### src/hdl/hbw_pkg.sv
`timescale 1ns / 1ps

package hbw_pkg;

	localparam int SLOTS  = 16;
	localparam int IDX_W  = (SLOTS > 1) ? $clog2(SLOTS) : 1;
	localparam int SLOT_W = 4;
	localparam int CMD_W  = 3;
	localparam int MS_W   = 16;
	localparam int AGE_W  = 18;
	localparam int WIDE_W = 20;
	localparam int DIFF_W = 19;
	localparam int DL_W   = 17;
	localparam int KIND_W = 3;
	localparam int ENT_W  = MS_W + AGE_W;
	localparam int IN_W   = 56;
	localparam int OUT_W  = 24;

	localparam logic signed [WIDE_W-1:0] AGE_MAX = 20'sd131071;
	localparam logic signed [WIDE_W-1:0] AGE_MIN = -20'sd131072;
	localparam logic signed [DIFF_W-1:0] DL_NONE = 19'sd131071;

	localparam logic [CMD_W-1:0] CMD_TICK  = 3'd0;
	localparam logic [CMD_W-1:0] CMD_REG   = 3'd1;
	localparam logic [CMD_W-1:0] CMD_UNREG = 3'd2;
	localparam logic [CMD_W-1:0] CMD_ANS   = 3'd3;
	localparam logic [CMD_W-1:0] CMD_PREQ  = 3'd4;
	localparam logic [CMD_W-1:0] CMD_RST   = 3'd5;

	localparam logic [2:0] OP_TICK  = 3'd0;
	localparam logic [2:0] OP_REG   = 3'd1;
	localparam logic [2:0] OP_UNREG = 3'd2;
	localparam logic [2:0] OP_ANS   = 3'd3;
	localparam logic [2:0] OP_PREQ  = 3'd4;
	localparam logic [2:0] OP_RST   = 3'd5;
	localparam logic [2:0] OP_NOP   = 3'd6;

	localparam logic [KIND_W-1:0] K_DONE        = 3'd0;
	localparam logic [KIND_W-1:0] K_HB_REQ      = 3'd1;
	localparam logic [KIND_W-1:0] K_FATAL_HB    = 3'd2;
	localparam logic [KIND_W-1:0] K_FATAL_UNREG = 3'd3;
	localparam logic [KIND_W-1:0] K_QUITTING    = 3'd4;
	localparam logic [KIND_W-1:0] K_UNKNOWN     = 3'd5;
	localparam logic [KIND_W-1:0] K_FULL        = 3'd6;
	localparam logic [KIND_W-1:0] K_HALTED      = 3'd7;

	typedef struct packed {
		logic [2:0]        op;
		logic [SLOT_W-1:0] slot;
		logic [MS_W-1:0]   elapsed;
		logic [MS_W-1:0]   tmo;
		logic [MS_W-1:0]   delay;
	} cmd_t;

	// one command's results: request mask in slot order, then the final item
	typedef struct packed {
		logic [SLOTS-1:0]  mask;
		logic [KIND_W-1:0] kind;
		logic [SLOT_W-1:0] slot;
		logic [DL_W-1:0]   deadline;
	} bat_t;

	function automatic logic signed [AGE_W-1:0] sat_age(input logic signed [WIDE_W-1:0] v);
		logic signed [AGE_W-1:0] r;
		if (v > AGE_MAX) begin
			r = AGE_MAX[AGE_W-1:0];
		end else if (v < AGE_MIN) begin
			r = AGE_MIN[AGE_W-1:0];
		end else begin
			r = v[AGE_W-1:0];
		end
		return r;
	endfunction

endpackage

### src/hdl/hbw_ram.sv
`timescale 1ns / 1ps

module hbw_ram #(
	parameter int WIDTH = 8,
	parameter int DEPTH = 16,
	localparam int AW = (DEPTH > 1) ? $clog2(DEPTH) : 1
) (
	input  logic             clk,
	input  logic             we,
	input  logic [AW-1:0]    waddr,
	input  logic [WIDTH-1:0] wdata,
	input  logic [AW-1:0]    raddr,
	output logic [WIDTH-1:0] rdata
);

	logic [WIDTH-1:0] mem_q [DEPTH];

	always_ff @(posedge clk) begin
		if (we) begin
			mem_q[waddr] <= wdata;
		end
		rdata <= mem_q[raddr];
	end

endmodule

### src/hdl/hbw_front.sv
`timescale 1ns / 1ps

module hbw_front
	import hbw_pkg::*;
(
	input  logic            clk,
	input  logic            arst_n,
	input  logic            s_tvalid,
	output logic            s_tready,
	input  logic [IN_W-1:0] s_tdata,
	output logic            q_valid,
	input  logic            q_ready,
	output cmd_t            q_cmd
);

	cmd_t       dec;
	cmd_t       ent_q [2];
	logic       wr_ptr_q;
	logic       rd_ptr_q;
	logic [1:0] cnt_q;
	logic       push;
	logic       pop;

	always_comb begin
		dec.slot    = s_tdata[6:3];
		dec.elapsed = s_tdata[22:7];
		dec.tmo     = s_tdata[38:23];
		dec.delay   = s_tdata[54:39];
		case (s_tdata[2:0])
			CMD_TICK:  dec.op = OP_TICK;
			CMD_REG:   dec.op = OP_REG;
			CMD_UNREG: dec.op = OP_UNREG;
			CMD_ANS:   dec.op = OP_ANS;
			CMD_PREQ:  dec.op = OP_PREQ;
			CMD_RST:   dec.op = OP_RST;
			default:   dec.op = OP_NOP;
		endcase
	end

	assign s_tready = (cnt_q != 2'd2);
	assign q_valid  = (cnt_q != 2'd0);
	assign q_cmd    = ent_q[rd_ptr_q];
	assign push     = s_tvalid && s_tready;
	assign pop      = q_valid && q_ready;

	always_ff @(posedge clk or negedge arst_n) begin
		if (!arst_n) begin
			wr_ptr_q <= 1'b0;
			rd_ptr_q <= 1'b0;
			cnt_q    <= 2'd0;
		end else begin
			if (push) begin
				wr_ptr_q <= ~wr_ptr_q;
			end
			if (pop) begin
				rd_ptr_q <= ~rd_ptr_q;
			end
			if (push && !pop) begin
				cnt_q <= cnt_q + 2'd1;
			end else if (pop && !push) begin
				cnt_q <= cnt_q - 2'd1;
			end
		end
	end

	always_ff @(posedge clk) begin
		if (push) begin
			ent_q[wr_ptr_q] <= dec;
		end
	end

`ifndef NO_ASSERTIONS
	a_cnt_drain: assert property (@(posedge clk) disable iff (!arst_n)
		(pop && !push) |=> (cnt_q == $past(cnt_q) - 2'd1))
		else $error("queue count did not drop on pop");
`endif

endmodule

### src/hdl/hbw_exec.sv
`timescale 1ns / 1ps

module hbw_exec
	import hbw_pkg::*;
(
	input  logic clk,
	input  logic arst_n,
	input  logic q_valid,
	output logic q_ready,
	input  cmd_t q_cmd,
	output logic bat_valid,
	input  logic bat_ready,
	output bat_t bat
);

	localparam logic [1:0] ST_IDLE = 2'd0;
	localparam logic [1:0] ST_SCAN = 2'd1;
	localparam logic [1:0] ST_DONE = 2'd2;

	logic [1:0]              state_q;
	logic [SLOTS-1:0]        valid_q, ans_q, quit_q;
	logic                    halted_q;
	logic                    tick_q, rst_q, stop_q;
	logic [IDX_W-1:0]        slot_q;
	logic [MS_W-1:0]         e_q;
	logic [IDX_W:0]          rd_cnt_q;
	logic                    v_s1, last_s1;
	logic [IDX_W-1:0]        idx_s1;
	logic                    v_s2, last_s2, live_s2;
	logic signed [DIFF_W-1:0] d_s2;
	logic [SLOTS-1:0]        mask_q;
	logic [KIND_W-1:0]       fkind_q;
	logic [SLOT_W-1:0]       fslot_q;
	logic signed [DIFF_W-1:0] best_q;

	// command decode
	logic                    take;
	logic [IDX_W-1:0]        cidx;
	logic                    live;
	logic                    any_free;
	logic [IDX_W-1:0]        free_idx;
	logic signed [WIDE_W-1:0] ce_x, cd_x;

	// table scan, stage 1
	logic [ENT_W-1:0]        rdata;
	logic [MS_W-1:0]         tmo1;
	logic signed [AGE_W-1:0] age1, a1, a2, age_new;
	logic signed [WIDE_W-1:0] age_x, e_x, tmo_x, a1_x;
	logic                    live1, upd, hb, fatal;
	logic signed [DIFF_W-1:0] d_next;

	// RAM write port
	logic                    we;
	logic [IDX_W-1:0]        waddr;
	logic [ENT_W-1:0]        wdata;

	assign q_ready = (state_q == ST_IDLE);
	assign take    = q_valid && q_ready;
	assign cidx    = IDX_W'(q_cmd.slot);
	assign live    = (int'(q_cmd.slot) < SLOTS) && valid_q[cidx];
	assign ce_x    = {{(WIDE_W-MS_W){1'b0}}, q_cmd.elapsed};
	assign cd_x    = {{(WIDE_W-MS_W){1'b0}}, q_cmd.delay};

	always_comb begin
		any_free = 1'b0;
		free_idx = '0;
		for (int i = SLOTS - 1; i >= 0; i--) begin
			if (!valid_q[i]) begin
				any_free = 1'b1;
				free_idx = IDX_W'(i);
			end
		end
	end

	assign tmo1  = rdata[ENT_W-1:AGE_W];
	assign age1  = rdata[AGE_W-1:0];
	assign age_x = {{(WIDE_W-AGE_W){age1[AGE_W-1]}}, age1};
	assign e_x   = {{(WIDE_W-MS_W){1'b0}}, e_q};
	assign tmo_x = {{(WIDE_W-MS_W){1'b0}}, tmo1};
	assign a1    = sat_age(age_x + e_x);
	assign a1_x  = {{(WIDE_W-AGE_W){a1[AGE_W-1]}}, a1};
	assign a2    = sat_age(a1_x - tmo_x);
	assign live1 = v_s1 && valid_q[idx_s1];

	always_comb begin
		age_new = age1;
		upd     = 1'b0;
		hb      = 1'b0;
		fatal   = 1'b0;
		if (live1 && tick_q && !stop_q) begin
			upd     = 1'b1;
			age_new = a1;
			if (a1_x >= tmo_x) begin
				if (ans_q[idx_s1]) begin
					age_new = a2;
					hb      = 1'b1;
				end else begin
					fatal = 1'b1;
				end
			end
		end
		if (live1 && rst_q && (idx_s1 == slot_q)) begin
			upd     = 1'b1;
			age_new = sat_age(age_x - e_x);
		end
		d_next = {{(DIFF_W-MS_W){1'b0}}, tmo1} - {age_new[AGE_W-1], age_new};
	end

	always_comb begin
		we    = 1'b0;
		waddr = idx_s1;
		wdata = {tmo1, age_new};
		if (state_q == ST_SCAN) begin
			we = upd;
		end else if (take && !halted_q) begin
			if (q_cmd.op == OP_REG && any_free) begin
				we    = 1'b1;
				waddr = free_idx;
				wdata = {q_cmd.tmo, sat_age(-(cd_x + ce_x))};
			end else if (q_cmd.op == OP_PREQ && live && !quit_q[cidx]) begin
				we    = 1'b1;
				waddr = cidx;
				wdata = {q_cmd.tmo, sat_age(-ce_x)};
			end
		end
	end

	hbw_ram #(
		.WIDTH(ENT_W),
		.DEPTH(SLOTS)
	) u_table (
		.clk   (clk),
		.we    (we),
		.waddr (waddr),
		.wdata (wdata),
		.raddr (rd_cnt_q[IDX_W-1:0]),
		.rdata (rdata)
	);

	always_ff @(posedge clk or negedge arst_n) begin
		if (!arst_n) begin
			state_q  <= ST_IDLE;
			valid_q  <= '0;
			ans_q    <= '0;
			quit_q   <= '0;
			halted_q <= 1'b0;
			tick_q   <= 1'b0;
			rst_q    <= 1'b0;
			stop_q   <= 1'b0;
			rd_cnt_q <= '0;
			v_s1     <= 1'b0;
			last_s1  <= 1'b0;
			v_s2     <= 1'b0;
			last_s2  <= 1'b0;
		end else begin
			v_s2    <= v_s1;
			last_s2 <= v_s1 && last_s1;
			case (state_q)
				ST_IDLE: begin
					v_s1 <= 1'b0;
					if (take) begin
						state_q  <= ST_SCAN;
						rd_cnt_q <= '0;
						stop_q   <= 1'b0;
						tick_q   <= 1'b0;
						rst_q    <= 1'b0;
						if (!halted_q) begin
							case (q_cmd.op)
								OP_TICK: begin
									tick_q <= 1'b1;
								end
								OP_REG: begin
									if (any_free) begin
										valid_q[free_idx] <= 1'b1;
										ans_q[free_idx]   <= 1'b0;
										quit_q[free_idx]  <= 1'b0;
									end
								end
								OP_UNREG: begin
									if (live) begin
										valid_q[cidx] <= 1'b0;
										ans_q[cidx]   <= 1'b0;
										quit_q[cidx]  <= 1'b0;
									end
								end
								OP_ANS: begin
									if (live && !quit_q[cidx]) begin
										ans_q[cidx] <= 1'b1;
									end
								end
								OP_PREQ: begin
									if (live && !quit_q[cidx]) begin
										ans_q[cidx]  <= 1'b0;
										quit_q[cidx] <= 1'b1;
									end
								end
								OP_RST: begin
									rst_q <= live && !quit_q[cidx];
								end
								default: begin
								end
							endcase
						end
					end
				end
				ST_SCAN: begin
					if (int'(rd_cnt_q) < SLOTS) begin
						v_s1     <= 1'b1;
						last_s1  <= (int'(rd_cnt_q) == SLOTS - 1);
						rd_cnt_q <= rd_cnt_q + 1'b1;
					end else begin
						v_s1 <= 1'b0;
					end
					if (hb) begin
						ans_q[idx_s1] <= 1'b0;
					end
					if (fatal) begin
						halted_q <= 1'b1;
						stop_q   <= 1'b1;
					end
					if (v_s2 && last_s2) begin
						state_q <= ST_DONE;
					end
				end
				ST_DONE: begin
					v_s1 <= 1'b0;
					if (bat_ready) begin
						state_q <= ST_IDLE;
					end
				end
				default: begin
					state_q <= ST_IDLE;
				end
			endcase
		end
	end

	always_ff @(posedge clk) begin
		idx_s1  <= rd_cnt_q[IDX_W-1:0];
		live_s2 <= live1;
		d_s2    <= d_next;
		if (take) begin
			slot_q <= cidx;
			e_q    <= q_cmd.elapsed;
			mask_q <= '0;
			best_q <= DL_NONE;
			if (halted_q) begin
				fkind_q <= K_HALTED;
				fslot_q <= '0;
			end else begin
				case (q_cmd.op)
					OP_TICK: begin
						fkind_q <= K_DONE;
						fslot_q <= '0;
					end
					OP_REG: begin
						fkind_q <= any_free ? K_HB_REQ : K_FULL;
						fslot_q <= any_free ? SLOT_W'(free_idx) : '0;
					end
					OP_UNREG: begin
						fkind_q <= live ? K_DONE : K_UNKNOWN;
						fslot_q <= q_cmd.slot;
					end
					OP_ANS, OP_RST: begin
						fkind_q <= !live ? K_UNKNOWN : (quit_q[cidx] ? K_QUITTING : K_DONE);
						fslot_q <= q_cmd.slot;
					end
					OP_PREQ: begin
						fkind_q <= (live && quit_q[cidx]) ? K_QUITTING : K_DONE;
						fslot_q <= q_cmd.slot;
					end
					default: begin
						fkind_q <= K_DONE;
						fslot_q <= '0;
					end
				endcase
			end
		end else if (state_q == ST_SCAN) begin
			if (hb) begin
				mask_q[idx_s1] <= 1'b1;
			end
			if (fatal) begin
				fkind_q <= quit_q[idx_s1] ? K_FATAL_UNREG : K_FATAL_HB;
				fslot_q <= SLOT_W'(idx_s1);
			end
			if (v_s2 && live_s2 && (d_s2 < best_q)) begin
				best_q <= d_s2;
			end
		end
	end

	assign bat_valid    = (state_q == ST_DONE);
	assign bat.mask     = mask_q;
	assign bat.kind     = fkind_q;
	assign bat.slot     = fslot_q;
	assign bat.deadline = best_q[DIFF_W-1] ? '0 : best_q[DL_W-1:0];

`ifndef NO_ASSERTIONS
	a_halt_sticky: assert property (@(posedge clk) disable iff (!arst_n)
		halted_q |=> halted_q)
		else $error("halt cleared without reset");
	a_stop_halts: assert property (@(posedge clk) disable iff (!arst_n)
		stop_q |-> halted_q)
		else $error("scan stopped without halt");
	a_flags_live: assert property (@(posedge clk) disable iff (!arst_n)
		((ans_q | quit_q) & ~valid_q) == '0)
		else $error("flag set on a free slot");
`endif

endmodule

### src/hdl/hbw_emit.sv
`timescale 1ns / 1ps

module hbw_emit
	import hbw_pkg::*;
(
	input  logic             clk,
	input  logic             arst_n,
	input  logic             bat_valid,
	output logic             bat_ready,
	input  bat_t             bat,
	output logic             m_tvalid,
	input  logic             m_tready,
	output logic [OUT_W-1:0] m_tdata,
	output logic             m_tlast
);

	logic             hold_q;
	bat_t             bq_q;
	logic             mtv_q;
	logic             mtl_q;
	logic [OUT_W-1:0] mtd_q;
	logic             load;
	logic             any_req;
	logic [IDX_W-1:0] req_idx;

	always_comb begin
		any_req = 1'b0;
		req_idx = '0;
		for (int i = SLOTS - 1; i >= 0; i--) begin
			if (bq_q.mask[i]) begin
				any_req = 1'b1;
				req_idx = IDX_W'(i);
			end
		end
	end

	assign bat_ready = !hold_q;
	assign load      = hold_q && (!mtv_q || m_tready);
	assign m_tvalid  = mtv_q;
	assign m_tdata   = mtd_q;
	assign m_tlast   = mtl_q;

	always_ff @(posedge clk or negedge arst_n) begin
		if (!arst_n) begin
			hold_q <= 1'b0;
			mtv_q  <= 1'b0;
		end else begin
			if (bat_valid && !hold_q) begin
				hold_q <= 1'b1;
			end else if (load && !any_req) begin
				hold_q <= 1'b0;
			end
			if (load) begin
				mtv_q <= 1'b1;
			end else if (m_tready) begin
				mtv_q <= 1'b0;
			end
		end
	end

	always_ff @(posedge clk) begin
		if (bat_valid && !hold_q) begin
			bq_q <= bat;
		end else if (load) begin
			if (any_req) begin
				mtd_q <= {bq_q.deadline, SLOT_W'(req_idx), K_HB_REQ};
				mtl_q <= 1'b0;
				bq_q.mask[req_idx] <= 1'b0;
			end else begin
				mtd_q <= {bq_q.deadline, bq_q.slot, bq_q.kind};
				mtl_q <= 1'b1;
			end
		end
	end

`ifndef NO_ASSERTIONS
	a_last_drains: assert property (@(posedge clk) disable iff (!arst_n)
		(load && !any_req) |=> !hold_q)
		else $error("batch held after final transfer loaded");
`endif

endmodule

### src/hdl/multi_slot_heartbeat_watchdog_core.sv
`timescale 1ns / 1ps

// Heartbeat watchdog over a table of 16 client slots. Each input transfer is a
// command (tick, register, unregister, answer, prequit, age reset); each command
// produces one or more result transfers, the final one marked by m_tlast, all
// carrying the nearest deadline after the command. A command is decoded, then a
// scan reads every slot of the table through the single read port of the slot
// RAM, ages each slot on a tick (or the named slot on an age reset) and tracks
// the minimum deadline, then hands the results to the output stage. Results
// then leave at one transfer per cycle while m_tready is high, while the next
// command is already scanned. Up to two commands wait in the input queue. After
// a fatal result every command answers halted until reset.
module multi_slot_heartbeat_watchdog_core
	import hbw_pkg::*;
(
	input  logic             clk,
	input  logic             arst_n,
	input  logic             s_tvalid,
	output logic             s_tready,
	input  logic [IN_W-1:0]  s_tdata,  // cmd, slot, elapsed_ms, period_ms, initial_delay_ms, pad
	output logic             m_tvalid,
	input  logic             m_tready,
	output logic [OUT_W-1:0] m_tdata,  // kind, slot_res, next_deadline_ms
	output logic             m_tlast
);

	logic q_valid;
	logic q_ready;
	cmd_t q_cmd;
	logic bat_valid;
	logic bat_ready;
	bat_t bat;

	hbw_front u_front (
		.clk      (clk),
		.arst_n   (arst_n),
		.s_tvalid (s_tvalid),
		.s_tready (s_tready),
		.s_tdata  (s_tdata),
		.q_valid  (q_valid),
		.q_ready  (q_ready),
		.q_cmd    (q_cmd)
	);

	hbw_exec u_exec (
		.clk       (clk),
		.arst_n    (arst_n),
		.q_valid   (q_valid),
		.q_ready   (q_ready),
		.q_cmd     (q_cmd),
		.bat_valid (bat_valid),
		.bat_ready (bat_ready),
		.bat       (bat)
	);

	hbw_emit u_emit (
		.clk       (clk),
		.arst_n    (arst_n),
		.bat_valid (bat_valid),
		.bat_ready (bat_ready),
		.bat       (bat),
		.m_tvalid  (m_tvalid),
		.m_tready  (m_tready),
		.m_tdata   (m_tdata),
		.m_tlast   (m_tlast)
	);

endmodule
### config.mk
export PLATFORM = sky130hd
export DESIGN_NAME = multi_slot_heartbeat_watchdog_core
export DESIGN_NICKNAME = d
export VERILOG_FILES = /design/src/hdl/hbw_pkg.sv /design/src/hdl/hbw_ram.sv /design/src/hdl/hbw_front.sv /design/src/hdl/hbw_exec.sv /design/src/hdl/hbw_emit.sv /design/src/hdl/multi_slot_heartbeat_watchdog_core.sv
export SDC_FILE = /design/constraint.sdc
export NUM_CORES = 1
export LEC_CHECK = 0
export BUFFER_PORTS_ARGS = -buffer_cell sky130_fd_sc_hd__clkbuf_2
export CELL_PAD_IN_SITES_DETAIL_PLACEMENT = 1
export CELL_PAD_IN_SITES_GLOBAL_PLACEMENT = 1
export CORE_MARGIN = 4
export CORE_UTILIZATION = 55
export CTS_BUF_LIST = sky130_fd_sc_hd__clkbuf_8
export CTS_CLUSTER_DIAMETER = 40
export CTS_CLUSTER_SIZE = 28
export DETAILED_ROUTE_END_ITERATION = 8
export MAX_ROUTING_LAYER = met4
export PLACE_DENSITY_LB_ADDON = 0.1
export SYNTH_ARGS = -nofsm -noshare
export SYNTH_HDL_FRONTEND = slang
export SYNTH_SLANG_ARGS = --single-unit
### constraint.sdc
create_clock -name clk -period 8.6 [get_ports clk]
set_clock_uncertainty 0.15 [all_clocks]
set_input_delay 0.86 -clock clk [delete_from_list [all_inputs] [get_ports clk]]
set_output_delay 0.86 -clock clk [all_outputs]
set_load 0.02 [all_outputs]
Word-level counts from Yosys, hierarchy flattened. Memories as Yosys holds them, arrays and structs flattened. A register that Yosys moved wholly into a read port is not among the register bits. Index checks and enable logic that the tools add are counted.

Register bits after elaboration: 220. Memory bits (writable): 654. Bits of input ports: 60. Output and inout bits: 27. Word-level logic and storage cells: 364. Memories: 2.

Memories: u_exec.u_table.mem_q (words 16, bits a word 34, rd ports 1, clocked after Yosys merged registers in 1, wr ports 1, RTL line hbw_ram.sv:16) `logic [WIDTH-1:0] mem_q [DEPTH];`; u_front.ent_q (words 2, bits a word 55, rd ports 1, clocked after Yosys merged registers in 0, wr ports 1, RTL line hbw_front.sv:17) `cmd_t ent_q [2];`.

$add $sub $neg: 10. Order comparisons: 21. Equality and inequality tests: 30. Multiplexer cells: 181. Bitwise operators: 19. Reduce and logical (&&, ||, !) cells: 67.

Operators by type and width (number): $mux 18 (14); $mux 16 (15); $mux 4 (41); $mux 34 (4); $and 16x16->16 (7); $gt 20x18->1 const B (5); $lt 20x18->1 const B (5); $mux 1 (70); $not 16->16 (4); $or 16x16->16 (4); $pmux 16 s2 (2); $pmux 16 s4 (1); $pmux 16 s3 (1); $sub 18x17->19 (2); $mux 3 (9); $logic_and 1x1->1 (26); $reduce_bool 2->1 (11); $bmux 1 s4 (5); $lt 4x5->1 const B (4); $neg 16->20 (1); $neg 20->20 (1); $add 18x17->19 (1); $lt 19x19->1 (1); $sub 17x18->19 (1); other kinds (41) (93).

Depth between registers and ports, before layout.
Depth after elaboration: 27. Mapped depth: 36. Gate-level depth less buffers: 35.

Modules after synthesis. A second synthesis with hierarchy kept.

Cells, all modules: 2936. Area, all modules: 41588.6 µm².

Modules (own cells, without submodules): hbw_ram (times used 1, cells each 888, area an instance 21076.5 µm², sequential area each 17016.3 µm²); hbw_exec (times used 1, cells each 1692, area an instance 13559.3 µm², sequential area each 3568.4 µm²); hbw_front (times used 1, cells each 192, area an instance 4342.9 µm², sequential area each 3403.3 µm²); hbw_emit (times used 1, cells each 164, area an instance 2610.0 µm², sequential area each 2001.9 µm²).

Worst setup path after synthesis. OpenSTA, ideal clock, no wires.

Path kind: reg-to-reg. Start point: register u_exec.e_q[0]. End point: register u_exec.d_s2[18]. Setup time: 127 ps. Arrival time: 7210 ps. Required time: 8323 ps. Setup slack: 1113 ps. Stages on the path, launching flop included: 34. Path buffers: 1. Clock period less this slack: 7487 ps. Cell sequence: edfxtp_1 ha_1 fa_1 nor2b_1 o221ai_1 a211oi_1 a31oi_2 o21ai_1 o31ai_2 clkbuf_1 nand2_1 ha_1 a21o_1 a21o_1 a221o_1 a21o_1 or3_1 o21ai_2 a21oi_1 a221oi_1 nor2_1 ha_1 inv_1 fa_1 a21o_1 a21oi_1 o21ai_0 a31oi_1 o21ai_0 nor4_1 o41ai_1 a21oi_1 o21bai_1 a21boi_0.

Word-level cells in the longest chain between the ends: 13. Elaborated cells on any way between the ends: 21. Those cells by class: 4 x add/sub; 7 x order compare; 10 x mux.

RTL lines: start, declared (RTL line hbw_exec.sv:25) `logic [MS_W-1:0] e_q;`; start signal, assigned (RTL line hbw_exec.sv:244) `e_q <= q_cmd.elapsed;`; $add 18x17->19 (RTL line hbw_exec.sv:80) `assign a1 = sat_age(age_x + e_x);`; $lt 20x18->1 (RTL line hbw_pkg.sv:67) `end else if (v < AGE_MIN) begin`; $mux 18 (RTL line hbw_pkg.sv:67); $mux 18 (RTL line hbw_pkg.sv:65) `if (v > AGE_MAX) begin`; $sub 18x17->19 (RTL line hbw_exec.sv:82) `assign a2 = sat_age(a1_x - tmo_x);`; $lt 20x18->1 (RTL line hbw_pkg.sv:67); $mux 18 (RTL line hbw_pkg.sv:67); $mux 18 (RTL line hbw_pkg.sv:65); $mux 18 (RTL line hbw_exec.sv:94) `if (ans_q[idx_s1]) begin`; $mux 18 (RTL line hbw_exec.sv:93) `if (a1_x >= tmo_x) begin`; $mux 18 (RTL line hbw_exec.sv:90) `if (live1 && tick_q && !stop_q) begin`; $mux 18 * (RTL line hbw_exec.sv:102) `if (live1 && rst_q && (idx_s1 == slot_q)) begin`; $sub 17x18->19 * (RTL line hbw_exec.sv:106) `d_next = {{(DIFF_W-MS_W){1'b0}}, tmo1} - {age_new[AGE_W-1], age_new};`; via u_exec.d_next[18] (RTL line hbw_exec.sv:50) `logic signed [DIFF_W-1:0] d_next;`; end signal, assigned (RTL line hbw_exec.sv:241) `d_s2 <= d_next;`; end, declared (RTL line hbw_exec.sv:30) `logic signed [DIFF_W-1:0] d_s2;`.

The timed path passes the listed nets; every way through them passes the cells marked *. A chain may end at the register's enable or synchronous reset.

Worst setup path after layout.
Start point: register u_exec.e_q[2]. End point: register u_exec.d_s2[18].

Same word-level chain as after synthesis.

==> flow_metrics.tcl <==
set metrics [dict create \
    htreeDepth 3 \
    std_cell_rows 100 \
    synthCells 2942 \
    gp_congestion 0.999 \
    endpoint_kind "flop" \
    synth-seq-cells 908 \
    power.switching_mw 7.07 \
    coreArea_um2 74700 \
    power_density_nw_per_um2 378 \
    postRouteAntennaNets 0 \
    fin_crit_ns 8.05 \
    path_max_fanout 9 \
    die_area_um2 80100 \
    p_leak_nw 16.1 \
    area_delta_synth_final_pct 11.1 \
    drt_wl_total_um 123000 \
    cts_buffers 111 \
    setup_slack_ns 0.552 \
    cts_sinks 908 \
    cts-root-buf "clkbuf_8" \
    cts_buffer_depth 3 \
    multiInputGateArea_um2 14900 \
    yosysWarnings 0 \
    yosys.area.top_type "edfxtp_1" \
    synth_area_um2 41600 \
    p_int_mw 10.4 \
    drc 0 \
    startpoint_type "flop" \
    die-width_um 283 \
    grt_max_degree 98 \
    netlist.area_leader.share_pct 53.8 \
    ir_drop_mv 0.254 \
    fmax_mhz 124 \
    ys.flop_type "edfxtp_1" \
    setup_viol 0 \
    yosys.area_share.simple_pct 8.00 \
    via_count 27000 \
    die_h_um 283 \
    hp-class "input port to flop" \
    clkTransAtPathRegs_ns 0.10 \
    fin_tns_setup_ns 0 \
    synth_top_family_by_area "multiplexers" \
    synthAdderAreaFrac_pct 3.40 \
    power_frac_comb_pct 45.1 \
    postSynth.asyncResetShare_pct 7.60 \
    critPathSlowestCell "a211oi_2" \
    clock_latency_ns 0.79 \
    ioPinCount 87 \
    p_sw_share_pct 40.4 \
    yosysMostFrequentCell "edfxtp_1" \
    hold_start "s_tdata[33]" \
    whs_path_depth 1 \
    maxCapViolCount 0 \
    status "finished, final reports clean" \
    io_buffers 85 \
    reg2reg_setup_slack_ns 0.55 \
    cp.required_ns 9.07 \
    synth_xor_area_share_pct 1.95 \
    r2r.worst_path.cells 33 \
    synth.avg_cell_area_um2 14.1 \
    sequentialPowerShare_pct 35.1 \
    r2r-start "u_exec.e_q[2]" \
    nets 3263 \
    drtIter0Drc 2612 \
    grt_remaining_overflow 0 \
    slew_violations 0 \
    timing.rr.end "u_exec.d_s2[18]" \
    ys_types 99 \
    min_period_over_period_pct 93.6 \
    synth_edf_count 746 \
    path_class "flop to flop" \
    synth_compound_area_share_pct 9.85 \
    cts_tree "yes" \
    initial_core_util_pct 55.7 \
    pre_cts_ws_ns -0.101 \
    first_pass_iters 5 \
    crit_arrival_ns 8.52 \
    antenna_found_initial 2 \
    hold-path-endpoint "u_front.ent_q[0][26]" \
    avgViaCountPerCell 6.49 \
    slew_headroom_pct 4.69 \
    tightest_slew_ns 1.43 \
    hold_viol_final 0 \
    synth-seq-area-share_pct 62.5 \
    n_fill_cell 7026 \
    synthTopCellsByArea "edfxtp_1, mux4_2, dfxtp_1" \
    synth.area.mux_share_pct 12.0 \
    wl_per_cell_um 29.4 \
    power.share.clock_pct 19.8 \
    grt_pass1_wl_um 185000 \
    syn_nets 3112 \
    regArea_um2 26000 \
    drive_above_1_share_pct 20.8 \
    grt_pass1_vias 28600 \
    hpwl_um 81700 \
    rsz0062_at_grt "no" \
    synthTopCellsByCount "edfxtp_1, nand2_1, nor2_1" \
    grt_use_total_pct 31.5 \
    cp_slowest_stage_delay_ns 0.52 \
    hold_slack_ns 0.116 \
]
-- power groups by stage --
stage	logic [mW]	clock network [mW]	registers (mW)
after floorplan	5.43	0	5.93
after global placement	7.29	0	6.20
after detailed placement	7.58	0	6.24
after CTS	7.66	3.52	6.15
after global routing	8.55	3.73	6.20
final	7.89	3.46	6.15
-- logic make-up after synthesis --
logic type,count (synthesis)
flip-flops,908
multiplexers,258
adder cells (fa/ha/maj),110
AND/OR/NAND/NOR,712
buffers and inverters,248
AO/OA/AOI/OAI,614
XOR/XNOR,92
-- metal layers --
layer  GRT usage [%]  vias to the layer above  wire length (um)
met5               -                        -                 0
met4            12.5                        0              5430
met3            4.83                      280              7450
met2            52.6                     1054             62300
met1            39.0                    14000             47400
li1                -                    11700                 -
-- per-stage QoR --
| step | std cells | power [mW] | utilization (%) | instance area [um2] |
|---|---|---|---|---|
| after global placement | 3944 | 13.5 | 58.2 | 43500 |
| after CTS | 4154 | 17.3 | 61.7 | 46100 |
| final | 4165 | 17.5 | 61.9 | 46200 |
| after floorplan | 2942 | 11.4 | - | 41600 |
| after global routing | 4162 | 18.5 | 61.9 | 46200 |
| after detailed placement | 3944 | 13.8 | 58.2 | 43500 |
-- state kept, by name, indices dropped and copies added, names as in the netlist, 2 cells and up --
register,count
u_exec.best_q,19
u_exec.quit_q,16
u_exec.state_q,2
u_exec.u_table.rdata,34
u_exec.u_table.mem_q,544
u_exec.rd_cnt_q,5
u_exec.slot_q,4
u_exec.ans_q,16
u_exec.fslot_q,4
u_emit.bq_q,40
u_emit.m_tdata,24
u_front.ent_q,110
u_exec.valid_q,16
u_exec.fkind_q,3
u_exec.e_q,16
u_front.cnt_q,2
u_exec.mask_q,16
u_exec.idx_s1,4
u_exec.d_s2,19
-- cells in the final DEF, fill, tap and decap left out, drive strengths merged, types with 31 or more instances in the layout --
master / synthesis / routed
edfxtp: 746 / 746
nand2: 226 / 226
nor2: 221 / 221
clkbuf: 89 / 202
mux4: 190 / 190
a21oi: 153 / 153
inv: 115 / 152
o21ai: 139 / 139
ha: 105 / 105
dfxtp: 93 / 93
buf: 43 / 85
dfrtp: 69 / 69
xnor2: 58 / 58
nor3: 45 / 45
mux2i: 40 / 40
o211ai: 35 / 35
xor2: 34 / 34
nor2b: 32 / 32
clkinv: 1 / 32
nand3: 31 / 31
-- layout make-up --
cell class | instances | share of cell area (%)
Antenna cell | 6 | 0.0325
Clock buffer | 117 | 3.48
Clock inverter | 93 | 2.08
Inverter | 116 | 0.942
Multi-Input combinational cell | 1786 | 32.3
Sequential cell | 908 | 56.2
Tap cell | 969 | 2.62
Timing Repair Buffer | 170 | 2.34
-- worst max-delay path by stage --
| stage | start | end | slack [ns] | depth (start not counted) |
|---|---|---|---|---|
| after floorplan | u_exec.e_q[0] | u_exec.d_s2[18] | 1.11 | 33 |
| after global placement | u_exec.e_q[6] | u_exec.d_s2[18] | 0.18 | 33 |
| after detailed placement | u_exec.e_q[6] | u_exec.d_s2[18] | -0.10 | 33 |
| after CTS | u_exec.e_q[2] | u_exec.d_s2[18] | 0.03 | 33 |
| after global routing | u_exec.e_q[2] | u_exec.d_s2[18] | 0.05 | 34 |
| final | u_exec.e_q[2] | u_exec.d_s2[18] | 0.55 | 33 |
-- worst max-delay path: cells and delay by family, from the launching register on --
kind | cells | cell delay (ns)
buf+inv | 2 | 0.15
fa+ha+maj | 4 | 1.32
flops | 1 | 0.42
simple gates | 5 | 1.37
compound gates | 22 | 4.48
-- timing repair --
item                       in CTS  in global routing
buffers inserted                0                  2
pin swaps                       0                  4
gates resized for setup         2                 19
hold buffers                    0                  0
setup endpoints to repair       2                  6
No activity file was read; power rests on OpenSTA's default activity.
